===== config.mk =====
export PLATFORM = sky130hd
export DESIGN_NAME = double_ended_queue
export DESIGN_NICKNAME = d
export VERILOG_FILES = /design/src/deq_pkg.sv /design/src/double_ended_queue.sv /design/src/deq_cell.sv /design/src/deq_chain.sv
export SDC_FILE = /design/constraint.sdc
export NUM_CORES = 1
export LEC_CHECK = 0
export ABC_AREA = 1
export BUFFER_PORTS_ARGS = -buffer_cell sky130_fd_sc_hd__buf_2
export CELL_PAD_IN_SITES_DETAIL_PLACEMENT = 1
export CELL_PAD_IN_SITES_GLOBAL_PLACEMENT = 1
export CORE_MARGIN = 3
export CORE_UTILIZATION = 49
export DETAILED_ROUTE_END_ITERATION = 8
export GPL_TIMING_DRIVEN = 1
export PLACE_DENSITY_LB_ADDON = 0.1
export SETUP_SLACK_MARGIN = 0.02
export SLEW_MARGIN = 20
export SYNTH_ARGS = -nofsm -noshare
export SYNTH_HDL_FRONTEND = slang
export SYNTH_SLANG_ARGS = --single-unit

===== constraint.sdc =====
create_clock -name clk -period 2.48 [get_ports clk]
set_input_delay 0.62 -clock clk [delete_from_list [all_inputs] [get_ports clk]]
set_output_delay 0.62 -clock clk [all_outputs]
set_load 0.02 [all_outputs]

===== src/deq_pkg.sv =====
// ----------------------------------------------------------------------------
// deq_pkg
// Shared codes, defaults and cell command type for the double-ended queue.
// ----------------------------------------------------------------------------
package deq_pkg;

  // default sizes
  localparam int DEPTH_DEF      = 16;
  localparam int DATA_WIDTH_DEF = 8;

  // field widths fixed by the interface
  localparam int OP_WIDTH  = 3;
  localparam int ERR_WIDTH = 2;

  // operation codes
  localparam logic [OP_WIDTH-1:0] OP_NOP        = 3'd0;
  localparam logic [OP_WIDTH-1:0] OP_PUSH_BACK  = 3'd1;
  localparam logic [OP_WIDTH-1:0] OP_PUSH_FRONT = 3'd2;
  localparam logic [OP_WIDTH-1:0] OP_POP_FRONT  = 3'd3;
  localparam logic [OP_WIDTH-1:0] OP_POP_BACK   = 3'd4;
  localparam logic [OP_WIDTH-1:0] OP_CLEAR      = 3'd5;

  // error codes
  localparam logic [ERR_WIDTH-1:0] ERR_OK        = 2'd0;
  localparam logic [ERR_WIDTH-1:0] ERR_UNDERFLOW = 2'd1;
  localparam logic [ERR_WIDTH-1:0] ERR_OVERFLOW  = 2'd2;

  // command broadcast to every cell of a chain
  typedef struct packed {
    logic ins;  // shift toward higher index, new value enters cell 0
    logic del;  // shift toward lower index, cell 0 drops out
    logic wr;   // write new value into the cell at the fill position
  } cell_cmd_t;

endpackage


===== src/double_ended_queue.sv =====
// ----------------------------------------------------------------------------
// double_ended_queue
// Bounded deque built from two chains of cells, one result per operation.
// ----------------------------------------------------------------------------
// Usage:
//   s_* carries operations: opcode (no-op, push back, push front, pop front,
//   pop back, clear) and a value used by the pushes. m_* returns one
//   transaction per operation: front and back value, count, empty flag and
//   error code, all as seen after the operation.
//   Two cell chains hold the elements: the front chain keeps the front in
//   cell zero, the back chain keeps the back in cell zero. A push at one end
//   shifts that end's chain and writes the other chain at the fill position;
//   a pop shifts one chain and lowers the count.
//   The result is valid in the cycle after the operation is accepted, and one
//   operation per cycle is taken while m_tready stays high, since the cell
//   chains and the count register are both updated on each accepted operation.
//   A result waits in place while m_tready is low; s_tready then drops and
//   the queue state holds until the result is taken.
//   Reset empties the queue and drops any pending result. A pop on an empty
//   queue reports underflow, a push on a full queue reports overflow; both
//   leave the state unchanged. Values read zero while the queue is empty.
// ----------------------------------------------------------------------------
module double_ended_queue #(
  parameter int DEPTH      = deq_pkg::DEPTH_DEF,
  parameter int DATA_WIDTH = deq_pkg::DATA_WIDTH_DEF,
  localparam int CNT_WIDTH = $clog2(DEPTH + 1),
  localparam int IN_BITS   = deq_pkg::OP_WIDTH + DATA_WIDTH,
  localparam int IN_W      = ((IN_BITS + 7) / 8) * 8,
  localparam int OUT_BITS  = 2 * DATA_WIDTH + CNT_WIDTH + 1 + deq_pkg::ERR_WIDTH,
  localparam int OUT_W     = ((OUT_BITS + 7) / 8) * 8
) (
  input  logic             clk,
  input  logic             rst,
  input  logic             s_tvalid,
  output logic             s_tready,
  input  logic [IN_W-1:0]  s_tdata,   // opcode, value
  output logic             m_tvalid,
  input  logic             m_tready,
  output logic [OUT_W-1:0] m_tdata    // front_value, back_value, count, empty_res, error
);
  import deq_pkg::*;

  logic [OP_WIDTH-1:0]   opcode;
  logic [DATA_WIDTH-1:0] value;
  logic                  accept;
  logic                  full;
  logic                  empty;

  logic [CNT_WIDTH-1:0]  count;
  logic [CNT_WIDTH-1:0]  count_next;
  logic [ERR_WIDTH-1:0]  error;
  logic [ERR_WIDTH-1:0]  error_next;

  cell_cmd_t             front_cmd;
  cell_cmd_t             back_cmd;
  logic [DATA_WIDTH-1:0] front_head;
  logic [DATA_WIDTH-1:0] back_head;
  logic [DATA_WIDTH-1:0] front_value;
  logic [DATA_WIDTH-1:0] back_value;
  logic                  empty_res;

  // input unpacking
  assign opcode = s_tdata[OP_WIDTH-1:0];
  assign value  = s_tdata[IN_BITS-1:OP_WIDTH];

  // take a new operation when no result is held back
  assign s_tready = !m_tvalid || m_tready;
  assign accept   = s_tvalid && s_tready;

  assign full  = (count == CNT_WIDTH'(DEPTH));
  assign empty = (count == '0);

  // operation decode into chain commands, count and error
  always_comb begin
    front_cmd  = '0;
    back_cmd   = '0;
    count_next = count;
    error_next = ERR_OK;
    unique case (opcode)
      OP_PUSH_BACK: begin
        if (full) begin
          error_next = ERR_OVERFLOW;
        end else begin
          front_cmd.wr = 1'b1;
          back_cmd.ins = 1'b1;
          count_next   = count + 1'b1;
        end
      end
      OP_PUSH_FRONT: begin
        if (full) begin
          error_next = ERR_OVERFLOW;
        end else begin
          front_cmd.ins = 1'b1;
          back_cmd.wr   = 1'b1;
          count_next    = count + 1'b1;
        end
      end
      OP_POP_FRONT: begin
        if (empty) begin
          error_next = ERR_UNDERFLOW;
        end else begin
          front_cmd.del = 1'b1;
          count_next    = count - 1'b1;
        end
      end
      OP_POP_BACK: begin
        if (empty) begin
          error_next = ERR_UNDERFLOW;
        end else begin
          back_cmd.del = 1'b1;
          count_next   = count - 1'b1;
        end
      end
      OP_CLEAR: begin
        count_next = '0;
      end
      default: begin
        count_next = count;
      end
    endcase
    if (!accept) begin
      front_cmd = '0;
      back_cmd  = '0;
    end
  end

  // count, error and result valid
  always_ff @(posedge clk) begin
    if (rst) begin
      count    <= '0;
      error    <= ERR_OK;
      m_tvalid <= 1'b0;
    end else begin
      if (accept) begin
        count    <= count_next;
        error    <= error_next;
        m_tvalid <= 1'b1;
      end else if (m_tready) begin
        m_tvalid <= 1'b0;
      end
    end
  end

  // front chain: front element in cell zero
  deq_chain #(
    .DEPTH      (DEPTH),
    .DATA_WIDTH (DATA_WIDTH),
    .CNT_WIDTH  (CNT_WIDTH)
  ) u_front (
    .clk   (clk),
    .cmd   (front_cmd),
    .fill  (count),
    .value (value),
    .head  (front_head)
  );

  // back chain: back element in cell zero
  deq_chain #(
    .DEPTH      (DEPTH),
    .DATA_WIDTH (DATA_WIDTH),
    .CNT_WIDTH  (CNT_WIDTH)
  ) u_back (
    .clk   (clk),
    .cmd   (back_cmd),
    .fill  (count),
    .value (value),
    .head  (back_head)
  );

  // result fields from the state left by the last operation
  assign empty_res   = (count == '0);
  assign front_value = empty_res ? '0 : front_head;
  assign back_value  = empty_res ? '0 : back_head;

  assign m_tdata = OUT_W'({error, empty_res, count, back_value, front_value});

endmodule


===== src/deq_cell.sv =====
// ----------------------------------------------------------------------------
// deq_cell
// One storage cell of a chain: shifts with its neighbors or takes a write.
// ----------------------------------------------------------------------------
module deq_cell #(
  parameter int DATA_WIDTH = deq_pkg::DATA_WIDTH_DEF,
  parameter int CNT_WIDTH  = 5,
  parameter int IDX        = 0
) (
  input  logic                   clk,
  input  deq_pkg::cell_cmd_t     cmd,
  input  logic [CNT_WIDTH-1:0]   fill,
  input  logic [DATA_WIDTH-1:0]  value,
  input  logic [DATA_WIDTH-1:0]  prev_data,
  input  logic [DATA_WIDTH-1:0]  next_data,
  output logic [DATA_WIDTH-1:0]  data
);
  import deq_pkg::*;

  logic at_fill;

  // this cell sits just past the last stored element
  assign at_fill = (fill == CNT_WIDTH'(IDX));

  // shift or write update, payload needs no reset
  always_ff @(posedge clk) begin
    if (cmd.ins) begin
      data <= prev_data;
    end else if (cmd.del) begin
      data <= next_data;
    end else if (cmd.wr && at_fill) begin
      data <= value;
    end
  end

endmodule


===== src/deq_chain.sv =====
// ----------------------------------------------------------------------------
// deq_chain
// Row of cells holding the queue in order, element zero at cell zero.
// ----------------------------------------------------------------------------
module deq_chain #(
  parameter int DEPTH      = deq_pkg::DEPTH_DEF,
  parameter int DATA_WIDTH = deq_pkg::DATA_WIDTH_DEF,
  parameter int CNT_WIDTH  = $clog2(DEPTH + 1)
) (
  input  logic                   clk,
  input  deq_pkg::cell_cmd_t     cmd,
  input  logic [CNT_WIDTH-1:0]   fill,
  input  logic [DATA_WIDTH-1:0]  value,
  output logic [DATA_WIDTH-1:0]  head
);
  import deq_pkg::*;

  logic [DATA_WIDTH-1:0] cell_data [DEPTH];

  // cells wired to their neighbors, new value enters at cell zero
  for (genvar i = 0; i < DEPTH; i++) begin : g_cell
    logic [DATA_WIDTH-1:0] prev_d;
    logic [DATA_WIDTH-1:0] next_d;

    if (i == 0) begin : g_first
      assign prev_d = value;
    end else begin : g_mid_prev
      assign prev_d = cell_data[i-1];
    end

    if (i == DEPTH - 1) begin : g_last
      assign next_d = cell_data[i];
    end else begin : g_mid_next
      assign next_d = cell_data[i+1];
    end

    deq_cell #(
      .DATA_WIDTH (DATA_WIDTH),
      .CNT_WIDTH  (CNT_WIDTH),
      .IDX        (i)
    ) u_cell (
      .clk       (clk),
      .cmd       (cmd),
      .fill      (fill),
      .value     (value),
      .prev_data (prev_d),
      .next_data (next_d),
      .data      (cell_data[i])
    );
  end

  assign head = cell_data[0];

endmodule


### Word level (Yosys, flattened, before mapping)

Index checks and enable logic that the tools add are counted.

| word-level totals | value |
|---|---|
| bits in registers | 264 |
| output and inout bits | 26 |

| operators by class | value |
|---|---|
| $add $sub $neg | 2 |
| equal/unequal tests | 25 |
| multiplexer cells | 114 |
| reduce and logical (&&, ||, !) cells | 75 |

Operator list:

| kind | count |
|---|---|
| $mux W8 | 98 |
| $reduce_bool A3 Y1 | 31 |
| $eq A5 B4 Y1 const B | 8 |
| $logic_and A1 B1 Y1 | 33 |
| $eq A5 B3 Y1 const B | 4 |
| $pmux W5 S3 | 1 |
| $eq A5 B2 Y1 const B | 2 |
| $mux W5 | 2 |
| $mux W1 | 9 |
| $eq A3 B2 Y1 const B | 2 |
| $eq A3 B3 Y1 const B | 2 |
| $mux W3 | 2 |
| $reduce_bool A2 Y1 | 3 |
| $add A5 B1 Y5 const B | 1 |
| $eq A5 B1 Y1 const B | 1 |
| $eq A5 B5 Y1 const B | 1 |
| $logic_not A5 Y1 | 1 |
| $sub A5 B1 Y5 const B | 1 |
| $ne A2 B1 Y1 const B | 2 |
| $ne A2 B2 Y1 const B | 2 |
| $pmux W2 S2 | 1 |
| $reduce_and A2 Y1 | 2 |
| $reduce_and A4 Y1 | 1 |
| $reduce_or A2 Y1 | 2 |
| other kinds (4) | 4 |

### Logic depth before layout (Yosys ltp)

Gate-level depths: netlist of the first run.

| logic depth | value |
|---|---|
| word-level depth | 8 |
| mapped depth | 12 |
| depth with buffers taken out | 10 |

### Hierarchy

Synthesis of the first run repeated with hierarchy kept, for this count alone.

| second synthesis, totals | value |
|---|---|
| cells, all modules | 2,563 |
| area, all modules | 17,123.9 µm² |

By module, submodules not included:

| module | instances | cells an instance | area each (µm²) | seq. area each (µm²) |
|---|---|---|---|---|
| deq_cell at u_back.g_cell[10].u_cell ... | 20 | 76 | 511.7 | 240.2 |
| deq_cell at u_back.g_cell[13].u_cell ... | 6 | 77 | 515.5 | 240.2 |
| deq_cell at u_back.g_cell[0].u_cell ... | 6 | 75 | 508.0 | 240.2 |
| double_ended_queue | 1 | 131 | 748.2 | 160.2 |

### Worst setup path after synthesis of the first run

Ideal clock, no wire load.

| path | value |
|---|---|
| path kind | register to register |
| from | reg count[0] |
| to | reg u_front.g_cell[15].u_cell.data[0] (enable) |
| arrival time | 2.075 ns |
| setup slack | 0.021 ns |
| cell stages (with the launch flop) | 9 |
| buffers on the path | 1 |
| period minus slack after synthesis | 2.459 ns |
| cell sequence | dfxtp_1 -> inv_1 -> ha_1 -> nand2_1 -> nor2_2 -> nor2_4 -> nand2_2 -> clkbuf_1 -> o21ai_0 |

| on the way | value |
|---|---|
| word-level cells in the longest chain between the ends | 7 |

Ends and longest elaborated chain:

| element | RTL line | source |
|---|---|---|
| start: declaration | double_ended_queue.sv:49 | `logic [CNT_WIDTH-1:0] count;` |
| start signal: assignment | double_ended_queue.sv:135 | `count <= count_next;` |
| $eq A5 B5 Y1 | double_ended_queue.sv:70 | `assign full = (count == CNT_WIDTH'(DEPTH));` |
| $mux W1 | double_ended_queue.sv:81, double_ended_queue.sv:90 |  |
| $mux W1 | double_ended_queue.sv:79 | `unique case (opcode)` |
| $mux W3 | double_ended_queue.sv:121 | `if (!accept) begin` |
| $logic_and A1 B1 Y1 | deq_cell.sv:31 | `end else if (cmd.wr && at_fill) begin` |
| $reduce_bool A2 Y1 (no line) | -- |  |
| $reduce_and A2 Y1 (no line) (*) | -- |  |
| end signal: assignment | deq_cell.sv:28 | `data <= prev_data;` |
| end signal: assignment | deq_cell.sv:30 | `data <= next_data;` |
| end signal: assignment | deq_cell.sv:32 | `data <= value;` |
| end: declaration | deq_cell.sv:16 | `output logic [DATA_WIDTH-1:0] data` |

Mark *: on every way between the ends. The rest lies on a longest branch, timed or not.
A chain may end at the register's enable or synchronous reset.

### Final worst setup path of the first run

| path | value |
|---|---|
| from | reg count[1] |
| to | out m_tdata[3] |

| on the way | value |
|---|---|
| word-level cells in the longest chain between the ends | 2 |

Ends and longest elaborated chain:

| element | RTL line | source |
|---|---|---|
| $logic_not A5 Y1 | double_ended_queue.sv:171 | `assign empty_res = (count == '0);` |
| $mux W8 | double_ended_queue.sv:172 | `assign front_value = empty_res ? '0 : front_head;` |
| end: declaration | double_ended_queue.sv:39 | `output logic [OUT_W-1:0] m_tdata` |

No other way between the ends.

==> results of run 1 <==
final timing paths:
kind                          from                                         end
min reg2reg  m_tvalid$_SDFFE_PP0P_                       m_tvalid$_SDFFE_PP0P_
min                            rst                       count[0]$_SDFFE_PP0P_
max          count[1]$_SDFFE_PP0P_                                  m_tdata[3]
max reg2reg  count[1]$_SDFFE_PP0P_  u_front.g_cell[9].u_cell.data[6]$_DFFE_PP_
synth_stat cells (7+ instances only):
cell type,instances,area (um2)
dfxtp_1,8,160
inv_1,156,586
clkbuf_1,22,82.6
o21ai_0,181,906
nand2_2,10,62.6
o21ai_1,97,485
edfxtp_1,256,7690
nand2_1,444,1670
nor2_1,37,139
buf_2,58,290
buf_6,7,78.8
nand3_2,41,410
nand3_1,82,410
through the flow:
stage / cells / cell area, um2 / hold slack [ps] / util (%) / setup TNS, ps
finish: 1844 / 15200 / 243 / 57.7 / 0
global route: 1844 / 15200 / 236 / 57.7 / 0
CTS: 1835 / 15100 / 215 / 57.2 / 0
detailed placement: 1779 / 14000 / 495 / 53.2 / -151
global placement: 1779 / 14000 / 477 / 53.2 / 0
floorplan: 1435 / 13300 / 511 / - / 0
state kept, by name, indices dropped and copies added (netlist names):
name                        cells
error                           2
u_front.g_cell.u_cell.data    128
count                           5
m_tvalid                        1
u_back.g_cell.u_cell.data     128
routing by layer:
metal / up-vias / routed length (um) / global-route usage [%]
met5: - / 0 / 0
met1: 4974 / 17000 / 37.2
li1: 4883 / - / -
met4: 0 / 401 / 4.02
met2: 247 / 15900 / 36.6
met3: 34 / 1800 / 3.26
area by class of cell:
type,count,area (um2)
Timing Repair Buffer,111,951
Tap cell,335,419
Multi-Input combinational cell,917,4390
Fill cell,2968,11100
Clock buffer,38,802
Clock inverter,17,183
Sequential cell,264,7860
Inverter,162,613
what timing repair did:
action                                  in CTS  in global routing
endpoints found under the setup margin      17                 29
resized for setup                           12                 21
setup buffers                                0                  8
pin swaps                                    1                  3
gates cloned                                 1                  1
worst reg2reg max path, cell delays in order, from the launching register on:
cell     delay [ps]
dfxtp_4         360
inv_4            80
ha_4            160
inv_1            40
nor2_1          150
nand2_1         150
nand3_4         280
nand2_1         100
inv_1           260
o21ai_0         220
buf_4           220
logic make-up (layout without fill, tap and decap cells):
kind of cell | Yosys count | count (layout) | share of synthesized area (%)
xor gates and xnor gates | 2 | 2 | 0.132
buffers and inverters | 254 | 328 | 8.21
AOI/OAI and AO/OA | 282 | 282 | 10.6
DFF | 264 | 264 | 59.1
and+or+nand+nor | 627 | 627 | 21.3
adders and majority gates | 6 | 6 | 0.566
power breakdown:
part / leakage [nW] / internal, W / switching, W
clock network: 0.485 / 0.00269 / 0.00180
registers: 2.41 / 0.00515 / 0.0000800
logic: 3.44 / 0.000455 / 0.000889
layout by cell type, fill, tap and decap left out, drive strengths merged:
| master | instances |
|---|---|
| nand3 | 123 |
| clkbuf | 39 |
| xor2 | 2 |
| buf | 110 |
| edfxtp | 256 |
| nor2 | 42 |
| clkinv | 14 |
| clkinvlp | 1 |
| nand4 | 2 |
| inv | 160 |
| bufinv | 4 |
| nand2 | 460 |
| a21oi | 4 |
| o21ai | 278 |
| ha | 6 |
| dfxtp | 8 |
==> tab_implementation.tex, run 1 <==
\begin{tabular}{lr}
\hline
Metric & Value \\
\hline
\multicolumn{2}{l}{\textbf{Logic synthesis}} \\
\quad Proportion of synthesized flip-flops having asynchronous set or reset & 0\% \\
\quad Sequential fraction of the synthesis area & 59.1\% \\
\quad Average cell area after synthesis & 9.25 um2 \\
\quad Mapped Area & 13,300 um2 \\
\quad Number of distinct library cell variants in the gate-level netlist after synthesis & 25 \\
\quad Register bit total from synthesis & about 260 \\
\quad Dominant synthesized flop cell & edfxtp\_1 \\
\quad Cell count after synthesis & 1,435 \\
\quad Warning count from the yosys run & 0 \\
\quad Syn nets & 1,461 \\
\quad Number of enable-type register cells in the synthesized netlist & 256 \\
\multicolumn{2}{l}{\textbf{CTS}} \\
\quad Reg clk slew, reported paths & 70 ps \\
\quad Clk root buf & clkbuf\_16 \\
\quad Number of H-tree branching levels & 1 \\
\quad Clk\_lat worst skew & approximately 550 ps \\
\quad Number of hold-repair buffers added at the cts stage & 0 \\
\quad Clock tree sinks & 264 \\
\quad TritonCTS buffer count & 30 \\
\quad Clock tree from TritonCTS & yes \\
\quad Clock tree buffer depth & 3 \\
\multicolumn{2}{l}{\textbf{Global routing}} \\
\quad Wire length of the first global-routing pass & 55,900 um \\
\quad Remaining global-route overflow & 0 \\
\quad Number of antenna violations at the first check in global routing & 0 \\
\quad Maximum number of pins on one net before global-route repair & 69 \\
\quad Vias in the first global route & 10,100 \\
\quad Global router's overall resource usage & between 20\% and 30\% \\
\multicolumn{2}{l}{\textbf{Drt}} \\
\quad Violation count after the first detailed-routing iteration & 1,012 \\
\quad Total routed wirelength & around 35,000 um \\
\quad Final antenna-violating net count & 0 \\
\quad Final routed DRC violation total & 0 \\
\quad Routed len/inst & 19.0 um \\
\quad Number of optimization iterations in the first detailed-route pass & 5 \\
\quad Routed vias/inst & 5.50 \\
\quad Vias after detailed routing & between 10,000 and 15,000 \\
\multicolumn{2}{l}{\textbf{Place}} \\
\quad Hpwl dp & 22,800 um \\
\quad Pre-CTS WS & -11.9 ps \\
\quad Number of I/O port buffers & 40 \\
\quad Placer congestion estimate & 0.818 \\
\multicolumn{2}{l}{\textbf{Finish}} \\
\quad Area overhead of the layout relative to synthesis & 14.6\% \\
\quad Share of post-route cells with drive strength above 1 & roughly 16\% \\
\quad Antenna diode count & 0 \\
\quad Net count of the finished layout & roughly 1,500 \\
\multicolumn{2}{l}{\textbf{STA}} \\
\quad Worst Skew & approximately 9.0 ps \\
\quad Slew HR & a little over two thirds \\
\quad Maximum clock frequency & around 0.4 GHz \\
\quad Setup repair after global routing missed its margin & true \\
\quad Worst Tran Pin Value & around 450 ps \\
\quad Shortest clock period the worst path allows after layout & roughly 2400 ps \\
\quad Final hold violation count & 0 \\
\quad Final number of setup-violating endpoints & 0 \\
\quad Final period utilization & around 100\% \\
\quad Final slew viol count & 0 \\
\quad Post-route setup slack & 49.9 ps \\
\multicolumn{2}{l}{\textbf{Setup path}} \\
\quad Arrival time worst endpoint & 1810 ps \\
\quad Logic depth of the worst path, buffers included & 7 \\
\quad Critical Path End Type & output port \\
\quad Cells on worst reg2reg path & 10 \\
\quad CP delay by family, top & buffers and inverters \\
\quad Crit-path cells & inv\_4 -> ha\_4 -> nand2\_4 -> nor2\_8 -> clkbuf\_16 -> nor2\_2 -> buf\_6 \\
\quad Highest cell delay on the worst timing path & 360 ps \\
\quad R2R setup slack & 220 ps \\
\quad Buf/Inv on CP & 3 \\
\quad Kind of start point of the critical path & flip-flop \\
\quad CP Class & flip-flop to output port \\
\quad Worst path required time & $\sim$1900 ps \\
\quad Cell with the largest stage delay on the worst path & dfxtp\_4 \\
\quad Critical path fanouts, max & 4 \\
\multicolumn{2}{l}{\textbf{Power and ir drop}} \\
\quad Ratio of total power to cell area & approximately 730 nW/um2 \\
\quad Overall power consumption & 0.0111 W \\
\quad Static leakage & 6.33 nW \\
\quad Worst voltage drop across the vdd grid & 0.554 mV \\
\multicolumn{2}{l}{\textbf{Flow run}} \\
\quad Maximum Capacitance Violations & 0 \\
\multicolumn{2}{l}{\textbf{Die}} \\
\quad Die Y-Extent & around 170 um \\
\quad Placement Rows & about 60 \\
\quad Die Width & approximately 170 um \\
\quad Initial standard-cell utilization of the core & 50.4\% \\
\quad Core box area & $\sim$26,000 um2 \\
\quad IO Pins & 46 \\
\quad Area enclosed by the die boundary & $\sim$29,000 um2 \\
\multicolumn{2}{l}{\textbf{Run status}} \\
\quad Run status & finished, final reports clean \\
\multicolumn{2}{l}{\textbf{Min path}} \\
\quad Class of the worst hold path & input pin to flip-flop \\
\quad Hold path depth & 2 \\
\hline
\end{tabular}
Power figures use the tool's default switching activity.
==> run 2: changes to the inputs <==
SETUP_SLACK_MARGIN = 0.15   (was 0.02)
==> tab_implementation.tex, run 2 (same netlist as run 1, synthesis figures left out) <==
\begin{tabular}{lr}
\hline
Metric & Value \\
\hline
\multicolumn{2}{l}{\textbf{STA}} \\
\quad Worst Tran Pin Value & 531 ps \\
\quad Final period utilization & between 90\% and 100\% \\
\quad Setup repair after global routing missed its margin & true \\
\quad Shortest clock period the worst path allows after layout & 2340 ps \\
\quad Slew HR & 64.6\% \\
\quad Worst Skew & 12.7 ps \\
\quad Maximum clock frequency & 0.428 GHz \\
\quad Final number of setup-violating endpoints & 0 \\
\quad Final hold violation count & 0 \\
\quad Final slew viol count & 0 \\
\multicolumn{2}{l}{\textbf{Setup path}} \\
\quad Launching point of the worst reg2reg path & m\_tvalid\$\_SDFFE\_PP0P\_ \\
\quad Cells on worst reg2reg path & 9 \\
\quad Critical path fanouts, max & 4 \\
\quad Arrival time worst endpoint & about 1700 ps \\
\quad Crit path capture & m\_tdata[15] \\
\quad R2R setup slack & 240 ps \\
\quad Kind of start point of the critical path & flip-flop \\
\quad Critical Path End Type & output port \\
\quad Worst path required time & between 1500 and 2000 ps \\
\quad CP Class & flip-flop to output port \\
\quad Crit Reg-Reg Endpoint & u\_front.g\_cell[1].u\_cell.data[0]\$\_DFFE\_PP\_ \\
\quad Startpoint of the worst setup timing path & count[0]\$\_SDFFE\_PP0P\_ \\
\multicolumn{2}{l}{\textbf{Die}} \\
\quad Die Width & $\sim$170 um \\
\quad Area enclosed by the die boundary & between 20,000 and 30,000 um2 \\
\quad Die Y-Extent & between 150 and 200 um \\
\quad Initial standard-cell utilization of the core & between 50\% and 60\% \\
\quad IO Pins & 46 \\
\quad Core box area & 26,400 um2 \\
\quad Placement Rows & 59 \\
\multicolumn{2}{l}{\textbf{CTS}} \\
\quad Number of hold-repair buffers added at the cts stage & 0 \\
\quad Clk\_lat worst skew & 540 ps \\
\quad Clk root buf & clkbuf\_16 \\
\quad Number of H-tree branching levels & 1 \\
\quad TritonCTS buffer count & 30 \\
\quad Clock tree from TritonCTS & yes \\
\quad Reg clk slew, reported paths & 60 ps \\
\quad Clock tree sinks & between 200 and 300 \\
\quad Clock tree buffer depth & 3 \\
\multicolumn{2}{l}{\textbf{Place}} \\
\quad Placed instance area & 14,100 um2 \\
\quad Number of I/O port buffers & 40 \\
\quad Placer congestion estimate & 0.780 \\
\quad Hpwl dp & 23,600 um \\
\multicolumn{2}{l}{\textbf{Finish}} \\
\quad Net count of the finished layout & 1,513 \\
\quad Post-route design area & 15,300 um2 \\
\quad Layout fillers & a little under 3,000 \\
\quad Antenna diode count & 0 \\
\quad Largest registers in the final layout & u\_back.g\_cell.u\_cell.data (128), u\_front.g\_cell.u\_cell.data (128), count (5) \\
\quad Share of post-route cells with drive strength above 1 & 16.4\% \\
\quad Commonest cells after routing, fill and taps aside & nand2\_1, edfxtp\_1, o21ai\_0, inv\_1, o21ai\_1 \\
\quad Area overhead of the layout relative to synthesis & 14.9\% \\
\quad Leading cell type in the layout, fill and taps excluded & nand2\_1 \\
\multicolumn{2}{l}{\textbf{Global routing}} \\
\quad Vias in the first global route & 10,400 \\
\quad Wire length of the first global-routing pass & 57,700 um \\
\quad Global router's overall resource usage & 24.8\% \\
\quad Maximum number of pins on one net before global-route repair & 121 \\
\quad Number of antenna violations at the first check in global routing & 0 \\
\quad Remaining global-route overflow & 0 \\
\multicolumn{2}{l}{\textbf{Drt}} \\
\quad Routed len/inst & 19.6 um \\
\quad Number of optimization iterations in the first detailed-route pass & 5 \\
\quad Final antenna-violating net count & 0 \\
\quad Vias after detailed routing & 10,300 \\
\quad Final routed DRC violation total & 0 \\
\quad Total routed wirelength & 36,200 um \\
\quad Violation count after the first detailed-routing iteration & 842 \\
\quad Routed vias/inst & 5.57 \\
\multicolumn{2}{l}{\textbf{Power and ir drop}} \\
\quad Worst voltage drop across the vdd grid & around 0.56 mV \\
\quad Overall power consumption & about 0.011 W \\
\quad Static leakage & 6.33 nW \\
\quad Ratio of total power to cell area & 718 nW/um2 \\
\multicolumn{2}{l}{\textbf{Run status}} \\
\quad Run status & finished, final reports clean \\
\multicolumn{2}{l}{\textbf{Min path}} \\
\quad Class of the worst hold path & input pin to flip-flop \\
\multicolumn{2}{l}{\textbf{Flow run}} \\
\quad Maximum Capacitance Violations & 0 \\
\hline
\end{tabular}
run 2: worst max-delay path, stage by stage, from the launching register on:
cell,delay [ps]
dfxtp_2,320
inv_2,80
ha_4,160
nand2_4,70
nor2_8,160
clkbuf_16,180
nor2_1,40
buf_4,150
run 2: metal layers:
metal / wire length, um / GRT usage (%) / part of all wire, %
met1: 17500 / 37.9 / 48
met2: 16500 / 38.5 / 46
met3: 1560 / 2.84 / 4.3
met4: 574 / 4.97 / 1.6
met5: 0 / 0 / 0
run 2: per-stage QoR:
step	cells	utilization, %	setup TNS [ps]	setup WS (ps)	hold WS (ps)
after floorplan	1435	-	0	21.2	511
after global routing	1845	57.9	0	85.1	245
after global placement	1779	53.4	-7800	-85.8	518
final	1845	57.9	0	144	246
after detailed placement	1779	53.4	-32510	-177	533
after CTS	1836	57.4	0	135	221
run 2: cell type report:
type | count | area (um2) | share of cell area, %
inverter | 162 | 619 | 4.06
tap | 335 | 419 | 2.75
clock inverter | 17 | 158 | 1.03
sequential | 264 | 7850 | 51.5
multi-input combinational | 917 | 4430 | 29.1
timing repair inverter | 1 | 7.51 | 0.0492
clock buffer | 38 | 802 | 5.26
timing repair buffer | 111 | 961 | 6.30
run 2: timing repair:
action / 4_1_cts / 5_1_grt
gates resized for setup: 21 / 16
buffers inserted: 1 / 7
endpoints found under the setup margin: 158 / 425
gates cloned: 1 / 2
pin swaps: 1 / 1
endpoints found under the hold margin: 0 / 0
run 2: power breakdown:
part           internal (W)  leakage [nW]  switching, W  total (W)
Combinational      0.000444          3.45      0.000898    0.00134
Clock               0.00259         0.476       0.00179    0.00437
Sequential          0.00515          2.40     0.0000755    0.00523
Total               0.00818          6.33       0.00276     0.0109
run 2: worst min-delay path by stage:
stage                                               startpoint                                         end  slack [ps]  cells after the start
floorplan           u_back.g_cell[15].u_cell.data[1]$_DFFE_PP_  u_back.g_cell[14].u_cell.data[1]$_DFFE_PP_         510                      2
global placement    u_back.g_cell[15].u_cell.data[7]$_DFFE_PP_  u_back.g_cell[14].u_cell.data[7]$_DFFE_PP_         520                      2
detailed placement  u_back.g_cell[14].u_cell.data[4]$_DFFE_PP_  u_back.g_cell[15].u_cell.data[4]$_DFFE_PP_         530                      2
CTS                                                        rst                       count[0]$_SDFFE_PP0P_         220                      2
global route                                               rst                       count[0]$_SDFFE_PP0P_         240                      2
finish                                                     rst                       count[0]$_SDFFE_PP0P_         250                      2
==> run 3: changes to the inputs <==
CORE_UTILIZATION = 52   (was 49)
clock period = 2.7 ns   (was 2.48 ns; I/O delays follow)
==> tab_implementation.tex, run 3 (same netlist as run 1, synthesis figures left out) <==
\begin{tabular}{lr}
\hline
Metric & Value \\
\hline
\multicolumn{2}{l}{\textbf{Setup path}} \\
\quad Worst path required time & between 2000 and 2500 ps \\
\quad Launching point of the worst reg2reg path & count[1]\$\_SDFFE\_PP0P\_ \\
\quad Startpoint of the worst setup timing path & count[1]\$\_SDFFE\_PP0P\_ \\
\quad Kind of start point of the critical path & flip-flop \\
\quad Arrival time worst endpoint & 1820 ps \\
\quad Cells on worst reg2reg path & 10 \\
\quad Critical Path End Type & output port \\
\quad CP Class & flip-flop to output port \\
\quad Critical path fanouts, max & 4 \\
\quad R2R setup slack & 310 ps \\
\quad Crit path capture & m\_tdata[0] \\
\quad Crit Reg-Reg Endpoint & u\_back.g\_cell[8].u\_cell.data[2]\$\_DFFE\_PP\_ \\
\multicolumn{2}{l}{\textbf{STA}} \\
\quad Final number of setup-violating endpoints & 0 \\
\quad Worst Tran Pin Value & 501 ps \\
\quad Shortest clock period the worst path allows after layout & between 2000 and 2500 ps \\
\quad Final hold violation count & 0 \\
\quad Setup repair after global routing missed its margin & false \\
\quad Maximum clock frequency & 0.401 GHz \\
\quad Final TNS setup & 0 ps \\
\quad Slew HR & roughly two thirds \\
\quad Final slew viol count & 0 \\
\quad Worst Skew & around 15 ps \\
\quad Final period utilization & 92.4\% \\
\multicolumn{2}{l}{\textbf{Finish}} \\
\quad Storage cell area & between 7000 and 8000 um2 \\
\quad Multi-input logic area & 4360 um2 \\
\quad Number of non-filler instances in the completed layout & around 1,800 \\
\quad Largest registers in the final layout & u\_back.g\_cell.u\_cell.data (128), u\_front.g\_cell.u\_cell.data (128), count (5) \\
\quad Layout fillers & 2,838 \\
\quad Antenna diode count & 0 \\
\quad Leading cell type in the layout, fill and taps excluded & nand2\_1 \\
\quad Commonest cells after routing, fill and taps aside & nand2\_1, edfxtp\_1, o21ai\_0, inv\_1, o21ai\_1 \\
\quad Post-route design area & 15,100 um2 \\
\quad Share of post-route cells with drive strength above 1 & 14.8\% \\
\quad Core occupancy in the finished layout & 61.1\% \\
\quad Net count of the finished layout & 1,505 \\
\quad Area overhead of the layout relative to synthesis & 13.6\% \\
\multicolumn{2}{l}{\textbf{Min path}} \\
\quad Class of the worst hold path & input pin to flip-flop \\
\multicolumn{2}{l}{\textbf{Place}} \\
\quad Hpwl dp & approximately 23,000 um \\
\quad Placer congestion estimate & 0.810 \\
\quad Placed Instances & $\sim$1,800 \\
\quad Placed instance area & 14,000 um2 \\
\quad Number of I/O port buffers & 40 \\
\multicolumn{2}{l}{\textbf{CTS}} \\
\quad TritonCTS buffer count & 29 \\
\quad Clock tree sinks & 264 \\
\quad Number of hold-repair buffers added at the cts stage & 0 \\
\quad Number of H-tree branching levels & 1 \\
\quad Clock tree buffer depth & 3 \\
\quad Clock tree from TritonCTS & yes \\
\quad Clk\_lat worst skew & 540 ps \\
\quad Reg clk slew, reported paths & $\sim$60 ps \\
\quad Clk root buf & clkbuf\_16 \\
\multicolumn{2}{l}{\textbf{Global routing}} \\
\quad Global router's overall resource usage & 26.4\% \\
\quad Maximum number of pins on one net before global-route repair & 82 \\
\quad Vias in the first global route & 10,800 \\
\quad Wire length of the first global-routing pass & 59,400 um \\
\quad Number of antenna violations at the first check in global routing & 0 \\
\quad Remaining global-route overflow & 0 \\
\multicolumn{2}{l}{\textbf{Power and ir drop}} \\
\quad Worst voltage drop across the vdd grid & 0.574 mV \\
\quad Static leakage & between 6 and 7 nW \\
\quad Ratio of total power to cell area & roughly 660 nW/um2 \\
\multicolumn{2}{l}{\textbf{Drt}} \\
\quad Routed vias/inst & 5.73 \\
\quad Final antenna-violating net count & 0 \\
\quad Vias after detailed routing & 10,500 \\
\quad Final routed DRC violation total & 0 \\
\quad Routed len/inst & a little over 20 um \\
\quad Total routed wirelength & 37,300 um \\
\quad Violation count after the first detailed-routing iteration & 1,145 \\
\quad Number of optimization iterations in the first detailed-route pass & 5 \\
\multicolumn{2}{l}{\textbf{Die}} \\
\quad Area enclosed by the die boundary & 27,500 um2 \\
\quad Initial standard-cell utilization of the core & 53.8\% \\
\quad Placement Rows & 57 \\
\quad Die Width & 166 um \\
\quad Core box area & 24,700 um2 \\
\quad IO Pins & 46 \\
\quad Die Y-Extent & approximately 170 um \\
\multicolumn{2}{l}{\textbf{Flow run}} \\
\quad Maximum Capacitance Violations & 0 \\
\multicolumn{2}{l}{\textbf{Run status}} \\
\quad Run status & finished, final reports clean \\
\hline
\end{tabular}
-- run 3: cell types whose count changed in the layout (fill, tap and decap cells not counted), moves of 3 or more --
cell / change
o21ai_1: +9
buf_12: +3
buf_6: -3
clkbuf_8: +3
clkinv_2: -3
o21ai_0: +5
buf_2: +11
o21ai_2: -14
clkbuf_16: -3
buf_4: -16
-- run 3: worst min path at each step --
stage / cells past startpoint / from / to / slack (ps)
after floorplan: 2 / u_back.g_cell[15].u_cell.data[1]$_DFFE_PP_ / u_back.g_cell[14].u_cell.data[1]$_DFFE_PP_ / 510
after global placement: 2 / m_tvalid$_SDFFE_PP0P_ / m_tvalid$_SDFFE_PP0P_ / 480
after detailed placement: 2 / m_tvalid$_SDFFE_PP0P_ / m_tvalid$_SDFFE_PP0P_ / 490
after CTS: 2 / rst / count[0]$_SDFFE_PP0P_ / 300
after global routing: 2 / rst / count[0]$_SDFFE_PP0P_ / 320
final: 2 / rst / count[0]$_SDFFE_PP0P_ / 320
-- run 3: through the flow --
| stage | power, W | hold slack, ps | setup WS, ps |
|---|---|---|---|
| 4_1_cts | 0.00994 | 303 | 161 |
| 6_report | 0.00995 | 316 | 206 |
| 5_1_grt | 0.0103 | 316 | 163 |
| 3_5_place_dp | 0.00598 | 489 | 148 |
| 2_1_floorplan | 0.00558 | 511 | 241 |
| 3_3_place_gp | 0.00592 | 481 | 233 |
-- run 3: metal layers --
metal	wire, um	track usage (%)
met3	2560	3.57
met2	17500	43.0
met4	692	4.41
met5	0	0
met1	16500	39.0
-- run 3: worst max-delay path, stage by stage (launching register included) --
cell and delay (ps):
dfxtp_4 370, inv_4 80, ha_4 150, nand2_2 90
nor2_8 190, buf_6 200, nor2_1 50, buf_2 150
-- run 3: layout make-up --
class	instances	area share, %
repair buffers	105	5.95
multi-input cells	917	28.9
inverters	162	4.08
well taps	324	2.69
clock buffers	39	5.26
flip-flops and latches	264	52.1
clock inverters	14	0.913
-- run 3: timing repair --
action,CTS,global route
endpoints found under the setup margin,17,53
gates resized for setup,7,9
cloned,0,2
pin swaps,0,2
buffers inserted,0,2
-- run 3: report_power, final --
part,internal (W),switching [W],leakage (nW),total [W]
combinational,0.000370,0.000822,3.40,0.00119
clock,0.00233,0.00162,0.459,0.00395
sequential,0.00473,0.0000798,2.41,0.00481
total,0.00743,0.00252,6.26,0.00995
